**src/design/gst_pkg.sv**
```systemverilog
// shared types and constants for the group set table
`default_nettype none
package gst_pkg;

    // table geometry
    localparam int SLOTS   = 16;
    localparam int IDX_W   = (SLOTS > 1) ? $clog2(SLOTS) : 1;
    localparam int CNT_W   = $clog2(SLOTS + 1);
    localparam int GID_W   = 16;
    localparam int OP_W    = 2;
    localparam int ENTRY_W = 5;

    // empty slot marker
    localparam logic [GID_W-1:0] EMPTY_ID = {GID_W{1'b1}};

    // operation codes
    localparam logic [OP_W-1:0] OP_INSERT = 2'd0;
    localparam logic [OP_W-1:0] OP_REMOVE = 2'd1;
    localparam logic [OP_W-1:0] OP_QUERY  = 2'd2;
    localparam logic [OP_W-1:0] OP_NONE   = 2'd3;

    // request payload
    typedef struct packed {
        logic [OP_W-1:0]  req_type;
        logic [GID_W-1:0] group_id;
    } t_req;

    // result payload
    typedef struct packed {
        logic               is_member;
        logic               table_full;
        logic [ENTRY_W-1:0] entry_count;
    } t_rsp;

    // sequencer to table storage
    typedef struct packed {
        logic             we;
        logic [IDX_W-1:0] waddr;
        logic [GID_W-1:0] wdata;
        logic [IDX_W-1:0] raddr;
        logic [GID_W-1:0] key;
    } t_store_cmd;

    // table storage back to sequencer
    typedef struct packed {
        logic [GID_W-1:0] rdata;
        logic             hit;
    } t_store_rsp;

endpackage
`default_nettype wire

```
**src/design/gst_store.sv**
```systemverilog
// slot storage with one read port, one write port and the shared id comparator
`default_nettype none
module gst_store (
    input  wire                  i_clk,
    input  gst_pkg::t_store_cmd  i_cmd,
    output gst_pkg::t_store_rsp  o_rsp
);

    // slot array, read data is only used within the occupied prefix
    logic [gst_pkg::GID_W-1:0] r_mem [gst_pkg::SLOTS];
    logic [gst_pkg::GID_W-1:0] r_rdata;

    // single write port and registered read port
    always_ff @(posedge i_clk) begin
        if (i_cmd.we) begin
            r_mem[i_cmd.waddr] <= i_cmd.wdata;
        end
        r_rdata <= r_mem[i_cmd.raddr];
    end

    // read data and compare against the key
    always_comb begin
        o_rsp.rdata = r_rdata;
        o_rsp.hit   = (r_rdata == i_cmd.key);
    end

endmodule
`default_nettype wire

```
**src/design/group_set_table.sv**
```systemverilog
// group set table top level: request sequencer, count and effective gid register
`default_nettype none
// A request (insert, remove or membership query of a 16-bit group id) is taken
// when start is high and busy is low; busy then stays high until the result.
// The result appears on o_rsp with o_done high for exactly one cycle and must
// be captured then, there is no way to hold it off. One slot of the table is
// visited per cycle through a single compare port: a request scans the
// occupied slots in order until a match, and a remove that hits then shifts
// every entry behind the match down by one slot. The effective gid may be
// written at any idle time and takes effect on the next query.
// No clearing pass is needed after reset.
module group_set_table (
    input  wire                 i_clk,
    input  wire                 i_rst_n,
    input  wire                 start,
    output logic                busy,
    input  gst_pkg::t_req       i_req,
    input  wire                 i_cfg_we,
    input  wire  [15:0]         i_cfg_data,
    output logic                o_done,
    output gst_pkg::t_rsp       o_rsp
);

    // sequencer states
    localparam logic [1:0] ST_IDLE  = 2'd0;
    localparam logic [1:0] ST_SCAN  = 2'd1;
    localparam logic [1:0] ST_SHIFT = 2'd2;

    logic [1:0]                r_state, n_state;
    logic [gst_pkg::CNT_W-1:0] r_idx,   n_idx;
    logic [gst_pkg::CNT_W-1:0] r_count, n_count;
    logic [gst_pkg::OP_W-1:0]  r_op,    n_op;
    logic [gst_pkg::GID_W-1:0] r_id,    n_id;
    logic [gst_pkg::GID_W-1:0] r_egid;
    logic                      r_done,  n_done;
    gst_pkg::t_rsp             r_rsp,   n_rsp;

    gst_pkg::t_store_cmd       st_cmd;
    gst_pkg::t_store_rsp       st_rsp;
    logic [gst_pkg::CNT_W-1:0] idx_inc;
    logic                      fin;
    logic                      set_member;
    logic                      set_full;

    gst_store u_store (
        .i_clk (i_clk),
        .i_cmd (st_cmd),
        .o_rsp (st_rsp)
    );

    assign idx_inc = r_idx + gst_pkg::CNT_W'(1);
    assign busy    = (r_state != ST_IDLE);
    assign o_done  = r_done;
    assign o_rsp   = r_rsp;

    // sequencer next state
    always_comb begin
        n_state    = r_state;
        n_idx      = r_idx;
        n_count    = r_count;
        n_op       = r_op;
        n_id       = r_id;
        n_done     = 1'b0;
        n_rsp      = r_rsp;
        fin        = 1'b0;
        set_member = 1'b0;
        set_full   = 1'b0;
        st_cmd.we    = 1'b0;
        st_cmd.waddr = r_count[gst_pkg::IDX_W-1:0];
        st_cmd.wdata = r_id;
        st_cmd.raddr = r_idx[gst_pkg::IDX_W-1:0];
        st_cmd.key   = r_id;
        unique case (r_state)
            ST_IDLE: begin
                if (start) begin
                    n_state = ST_SCAN;
                    n_idx   = '0;
                    n_op    = i_req.req_type;
                    n_id    = i_req.group_id;
                end
            end
            ST_SCAN: begin
                priority if (r_op == gst_pkg::OP_QUERY && r_id == r_egid) begin
                    set_member = 1'b1;
                    fin        = 1'b1;
                end else if (r_id == gst_pkg::EMPTY_ID || r_op == gst_pkg::OP_NONE) begin
                    fin = 1'b1;
                end else if (r_idx >= r_count) begin
                    // id absent: append on insert if there is room
                    if (r_op == gst_pkg::OP_INSERT) begin
                        if (r_count < gst_pkg::CNT_W'(gst_pkg::SLOTS)) begin
                            st_cmd.we = 1'b1;
                            n_count   = r_count + gst_pkg::CNT_W'(1);
                        end else begin
                            set_full = 1'b1;
                        end
                    end
                    fin = 1'b1;
                end else if (st_rsp.hit) begin
                    if (r_op == gst_pkg::OP_REMOVE) begin
                        n_state = ST_SHIFT;
                    end else begin
                        set_member = (r_op == gst_pkg::OP_QUERY);
                        fin        = 1'b1;
                    end
                end else begin
                    n_idx = idx_inc;
                end
            end
            ST_SHIFT: begin
                // move the next entry down over the removed one
                if (idx_inc < r_count) begin
                    st_cmd.we    = 1'b1;
                    st_cmd.waddr = r_idx[gst_pkg::IDX_W-1:0];
                    st_cmd.wdata = st_rsp.rdata;
                    n_idx        = idx_inc;
                end else begin
                    n_count = r_count - gst_pkg::CNT_W'(1);
                    fin     = 1'b1;
                end
            end
            default: begin
                n_state = ST_IDLE;
            end
        endcase
        // build the result
        if (fin) begin
            n_state           = ST_IDLE;
            n_done            = 1'b1;
            n_rsp.is_member   = set_member;
            n_rsp.table_full  = set_full;
            n_rsp.entry_count = gst_pkg::ENTRY_W'(n_count);
        end
        // set the read address from the next index: the slot to scan, or the entry behind it when shifting
        if (n_state == ST_SHIFT) begin
            st_cmd.raddr = n_idx[gst_pkg::IDX_W-1:0] + gst_pkg::IDX_W'(1);
        end else begin
            st_cmd.raddr = n_idx[gst_pkg::IDX_W-1:0];
        end
    end

    // control registers
    always_ff @(posedge i_clk) begin
        if (!i_rst_n) begin
            r_state <= ST_IDLE;
            r_count <= '0;
            r_done  <= 1'b0;
            r_egid  <= '0;
        end else begin
            r_state <= n_state;
            r_count <= n_count;
            r_done  <= n_done;
            if (i_cfg_we) begin
                r_egid <= i_cfg_data;
            end
        end
    end

    // payload registers
    always_ff @(posedge i_clk) begin
        r_idx <= n_idx;
        r_op  <= n_op;
        r_id  <= n_id;
        r_rsp <= n_rsp;
    end

`ifndef SYNTHESIS
    // a result only follows a request in flight
    a_done_after_busy: assert property (@(posedge i_clk) disable iff (!i_rst_n)
        o_done |-> $past(r_state) != ST_IDLE)
        else $error("result without a request in flight");

    // count stays within the table
    a_count_bound: assert property (@(posedge i_clk) disable iff (!i_rst_n)
        r_count <= gst_pkg::CNT_W'(gst_pkg::SLOTS))
        else $error("entry count beyond table size");

    // full is only reported with every slot occupied
    a_full_count: assert property (@(posedge i_clk) disable iff (!i_rst_n)
        (o_done && o_rsp.table_full) |-> r_count == gst_pkg::CNT_W'(gst_pkg::SLOTS))
        else $error("full reported with free slots");

    // member and full never reported together
    a_flags_excl: assert property (@(posedge i_clk) disable iff (!i_rst_n)
        o_done |-> !(o_rsp.is_member && o_rsp.table_full))
        else $error("member and full both set");

    // an accepted request makes the block busy
    a_accept_busy: assert property (@(posedge i_clk) disable iff (!i_rst_n)
        (start && !busy) |=> busy)
        else $error("request accepted but block not busy");
`endif

endmodule
`default_nettype wire
```
**config.mk**
```make
export PLATFORM = sky130hd
export DESIGN_NAME = group_set_table
export DESIGN_NICKNAME = d
export VERILOG_FILES = /design/src/design/gst_pkg.sv /design/src/design/gst_store.sv /design/src/design/group_set_table.sv
export SDC_FILE = /design/constraint.sdc
export NUM_CORES = 1
export LEC_CHECK = 0
export BUFFER_PORTS_ARGS = -buffer_cell sky130_fd_sc_hd__buf_2
export CAP_MARGIN = 10
export CORE_ASPECT_RATIO = 1.2
export CORE_MARGIN = 1
export CORE_UTILIZATION = 53
export CTS_BUF_LIST = sky130_fd_sc_hd__clkbuf_4 sky130_fd_sc_hd__clkbuf_8 sky130_fd_sc_hd__clkbuf_16
export DETAILED_ROUTE_END_ITERATION = 10
export GPL_TIMING_DRIVEN = 1
export MAX_ROUTING_LAYER = met4
export PLACE_DENSITY = 0.7
export SLEW_MARGIN = 20
export SYNTH_ARGS = -nofsm -noshare
export SYNTH_HDL_FRONTEND = slang
export SYNTH_HIERARCHICAL = 1
export SYNTH_SLANG_ARGS = --single-unit
```
**constraint.sdc**
```tcl
create_clock -name i_clk -period 9.1 [get_ports i_clk]
set_clock_uncertainty 0.1 [all_clocks]
set_input_delay 1.365 -clock i_clk [delete_from_list [all_inputs] [get_ports i_clk]]
set_output_delay 1.365 -clock i_clk [all_outputs]
set_load 0.005 [all_outputs]
```
==> impl.org <==
** Run status
- The run finished with clean final reports.

** Yosys
- Number of synthesized register bits :: between 300 and 400
- Among all flip-flop cells after synthesis, the most frequent one is edfxtp_1.
- Counting flops with a built-in enable in the synthesized netlist gives 282.
- A synthesized cell averages approximately 18 µm².
- Net Count, Synth :: between 800 and 900
- Synth cell types :: 62
- The cell area that synthesis handed to floorplanning was between 10000 and 15000 µm².
- Sequential elements use between 70% and 80% of the synthesized area.
- Async SR Flop Fraction :: 0%
- For this run, the number of Yosys warnings is 6.
- Synthesis produced between 700 and 800 cells.

** Place
- Post-detailed-placement half-perimeter wirelength :: 17800 µm
- In this run, placement finished with an instance count of around 1100.
- Routability Congestion :: about 0.88
- Buffers added on ports :: 46

** CTS
- After clock tree synthesis, the flow added hold-fix buffers numbering 0.
- Buffer depth of the longest clock path :: 3
- TritonCTS built the clock tree.
- Clk sinks :: 326
- After clock tree synthesis, the clock-pin slew on the worst setup and hold paths is 0.06 ns.
- Clk_lat worst skew :: slightly above 0.5 ns
- Number of CTS-inserted buffers :: 34
- In this run the number of H-tree levels came out at 2.
- Once the clock tree was built, the setup fixing pass inserted 0 buffers.
- The tree is rooted in a clkbuf_16.
- Post-cts resize count :: 0

** Drt
- Using the TritonRoute via totals, the vias-per-cell ratio works out to between 6 and 7.
- The final route contains 7087 vias.
- Once detail routing completed, the nets flagged for antenna violations numbered 0.
- The first detailed-routing pass ran for 5 iterations.
- After detailed routing, the number of remaining DRC violations is 0.
- The detailed router finished its first iteration with just under 600 violations.
- Wires add up to ~30000 µm.
- After detailed routing, the average wire length per cell comes to between 20 and 30 µm.

** Worst setup path
- Beginning of the worst register-to-register path :: r_id[6]
- Slowest cell on the critical path :: nor4_1
- Crit path max fanout :: 33
- Crit-path cells :: xnor2_1 -> nand4_1 -> nor4_1 -> a31oi_1 -> or3_4 -> a2111oi_4 -> xor2_4 -> buf_4 -> buf_4 -> mux4_2 -> a22oi_1 -> nand2_1
- STA classifies the critical path endpoint as a flop.
- Startpoint of the worst setup timing path :: r_id[6]
- Critical path required time :: between 9 and 10 ns
- CP max stage delay :: ~0.90 ns
- The critical path is of the reg -> reg type.
- Critical path arrival :: just under 6 ns
- In this design, the critical path's most frequently occurring cell is buf_4.
- Critical Path Start Type :: flop

** Global route
- Wire length of the first global-routing pass :: ~44000 µm
- Remaining global-route overflow :: 0
- Number of global-route vias before repair :: ~7400
- Antenna violations before repair :: 0
- Global routing used between 20% and 30% of the available tracks across all layers.
- Entering global routing, the biggest net connects 65 pins.

** STA
- Timing-limited maximum frequency :: 0.177 GHz
- Setup-violating endpoint count in the final report :: 0
- Number of max-slew violations in the final report :: 0
- Worst-margin pin slew :: 1.14 ns
- Setup repair after global routing left no endpoint under its margin.
- Headroom to the max-slew limit :: around a quarter
- Of the available clock period, the critical path in the final layout requires slightly above 60%.
- Hold Fails Final Rpt :: 0
- The worst path in the final design needs a cycle of around 5.6 ns, including I/O delays and setup.
- Setup Total Neg Slack :: 0 ns

** Cells and area
- Non-Filler Instances :: between 1000 and 1500
- Share of cells above drive strength 1 :: a little over a quarter
- Commonest non-fill, non-tap cell in the layout :: edfxtp_1
- Footprint of the flip-flops and latches :: 9350 µm²
- The multi-input combinational cells in the finished layout cover a total of between 3000 and 4000 µm².
- At the end of the flow, the number of nets in the layout was between 800 and 900.
- Layout-stage area growth over the synthesis result :: 13.7%
- Highest-count cells in the layout ignoring fill and taps :: edfxtp_1, mux4_2, buf_2
- Filler cell count :: 1745
- Share of the core filled with cells :: between 60% and 70%
- Antenna diode instance count :: 0

** Power and ir drop
- Power per cell area :: about 230 nW/µm²
- Maximum resistive drop on vdd :: 0.160 mV
- Leakage power total :: between 5 and 6 nW

** Floorplanning
- Die span in x :: between 100 and 150 µm
- After floorplanning, the core was divided into 63 placement rows.
- Die area :: between 20000 and 30000 µm²
- Starting density of the core :: a little over half
- The total area inside the core boundary comes to between 20000 and 25000 µm².
- During I/O placement, the number of pins put on the boundary was between 40 and 50.
- Die height :: roughly 180 µm

** Worst hold path
- The worst hold path belongs to the class reg -> reg.
- In this run the most critical hold path is launched from r_egid[5].

** Job
- Across the run, the number of max-cap violations was 0.
area by class of cell:
| class | instances | area share (%) |
|---|---|---|
| timing repair buffer | 65 | 2.46 |
| clock buffer | 44 | 6.22 |
| sequential | 326 | 61.7 |
| tap | 325 | 2.68 |
| multi-input combinational | 375 | 25.3 |
| inverter | 16 | 0.396 |
| clock inverter | 16 | 1.28 |
where the power goes:
group / internal [W] / leakage, nW / switching [W]
logic: 0.000234 / 1.53 / 0.000222
registers: 0.00167 / 2.91 / 0.0000380
clock network: 0.000851 / 0.567 / 0.000550
worst paths after layout:
kind / end / slack [ns] / cells past startpoint
worst max-delay path: u_store/r_rdata[13] / 3.45 / 12
worst min-delay path: r_egid[5] / 0.44 / 2
worst min register to register: r_egid[5] / 0.44 / 2
worst max register to register: u_store/r_rdata[13] / 3.45 / 12
Yosys cell counts, drive strengths merged, types with 6 or more instances:
cell type | number | area, µm²
mux2i | 16 | 160
mux4 | 64 | 1480
mux2 | 18 | 203
xor2 | 6 | 52.6
nand2 | 34 | 128
nand2b | 6 | 37.5
nand4 | 12 | 75.1
edfxtp | 282 | 8470
ha | 19 | 238
buf | 8 | 72.6
a22oi | 32 | 240
nor2 | 24 | 90.1
xnor2 | 32 | 280
a21oi | 8 | 43.8
o21ai | 10 | 50.1
and2 | 8 | 50.1
nand3 | 12 | 60.1
inv | 16 | 60.1
dfxtp | 44 | 881
nor3 | 9 | 50.1
nor2b | 20 | 125
clkbuf | 19 | 71.3
worst max-delay path, delay by kind of cell, from the launching register on:
kind	cells	cell delay [ns]
AND/OR/NAND/NOR	4	1.58
buffers and inverters	2	1.21
AO/OA/AOI/OAI	3	1.01
multiplexers	1	0.59
XOR/XNOR	2	0.53
flip-flops	1	0.51
state kept, by name, indices dropped and copies added (netlist names):
signal           flops
u_store/r_mem      256
r_egid              16
r_id                16
u_store/r_rdata     16
o_rsp                7
r_count              5
r_idx                5
r_op                 2
r_state              2
o_done               1
logic make-up (layout without fill, tap and decap cells):
| group | Yosys count | count (layout) | share of synthesized area, % |
|---|---|---|---|
| muxes | 98 | 98 | 13.8 |
| adders and majority gates | 19 | 19 | 1.78 |
| AOI/OAI and AO/OA | 79 | 79 | 4.79 |
| buffers and inverters | 43 | 141 | 1.53 |
| xor gates and xnor gates | 38 | 38 | 2.50 |
| DFF | 326 | 326 | 70.1 |
| and+or+nand+nor | 141 | 141 | 5.47 |
per-layer routing:
layer  vias to the layer above  share of wire, %  global-route usage, %
met4                         0               2.3                   7.12
met1                      3599                40                   30.2
met3                        58               6.6                   3.79
met5                         -                 0                      -
met2                       314                51                   40.8
li1                       3116                 -                      -
per-stage QoR:
step                      cell area [µm²]  hold slack [ns]  setup slack (ns)  power [W]
final                               15200            0.437              3.45    0.00356
after global routing                15200            0.466              3.02    0.00368
after CTS                           15200            0.439              3.28    0.00359
after detailed placement            14000            0.431              3.31    0.00220
after global placement              14000            0.422              3.39    0.00218
after floorplan                     13300            0.392              4.82    0.00211
Note: power is estimated with default switching activity, not from simulation.
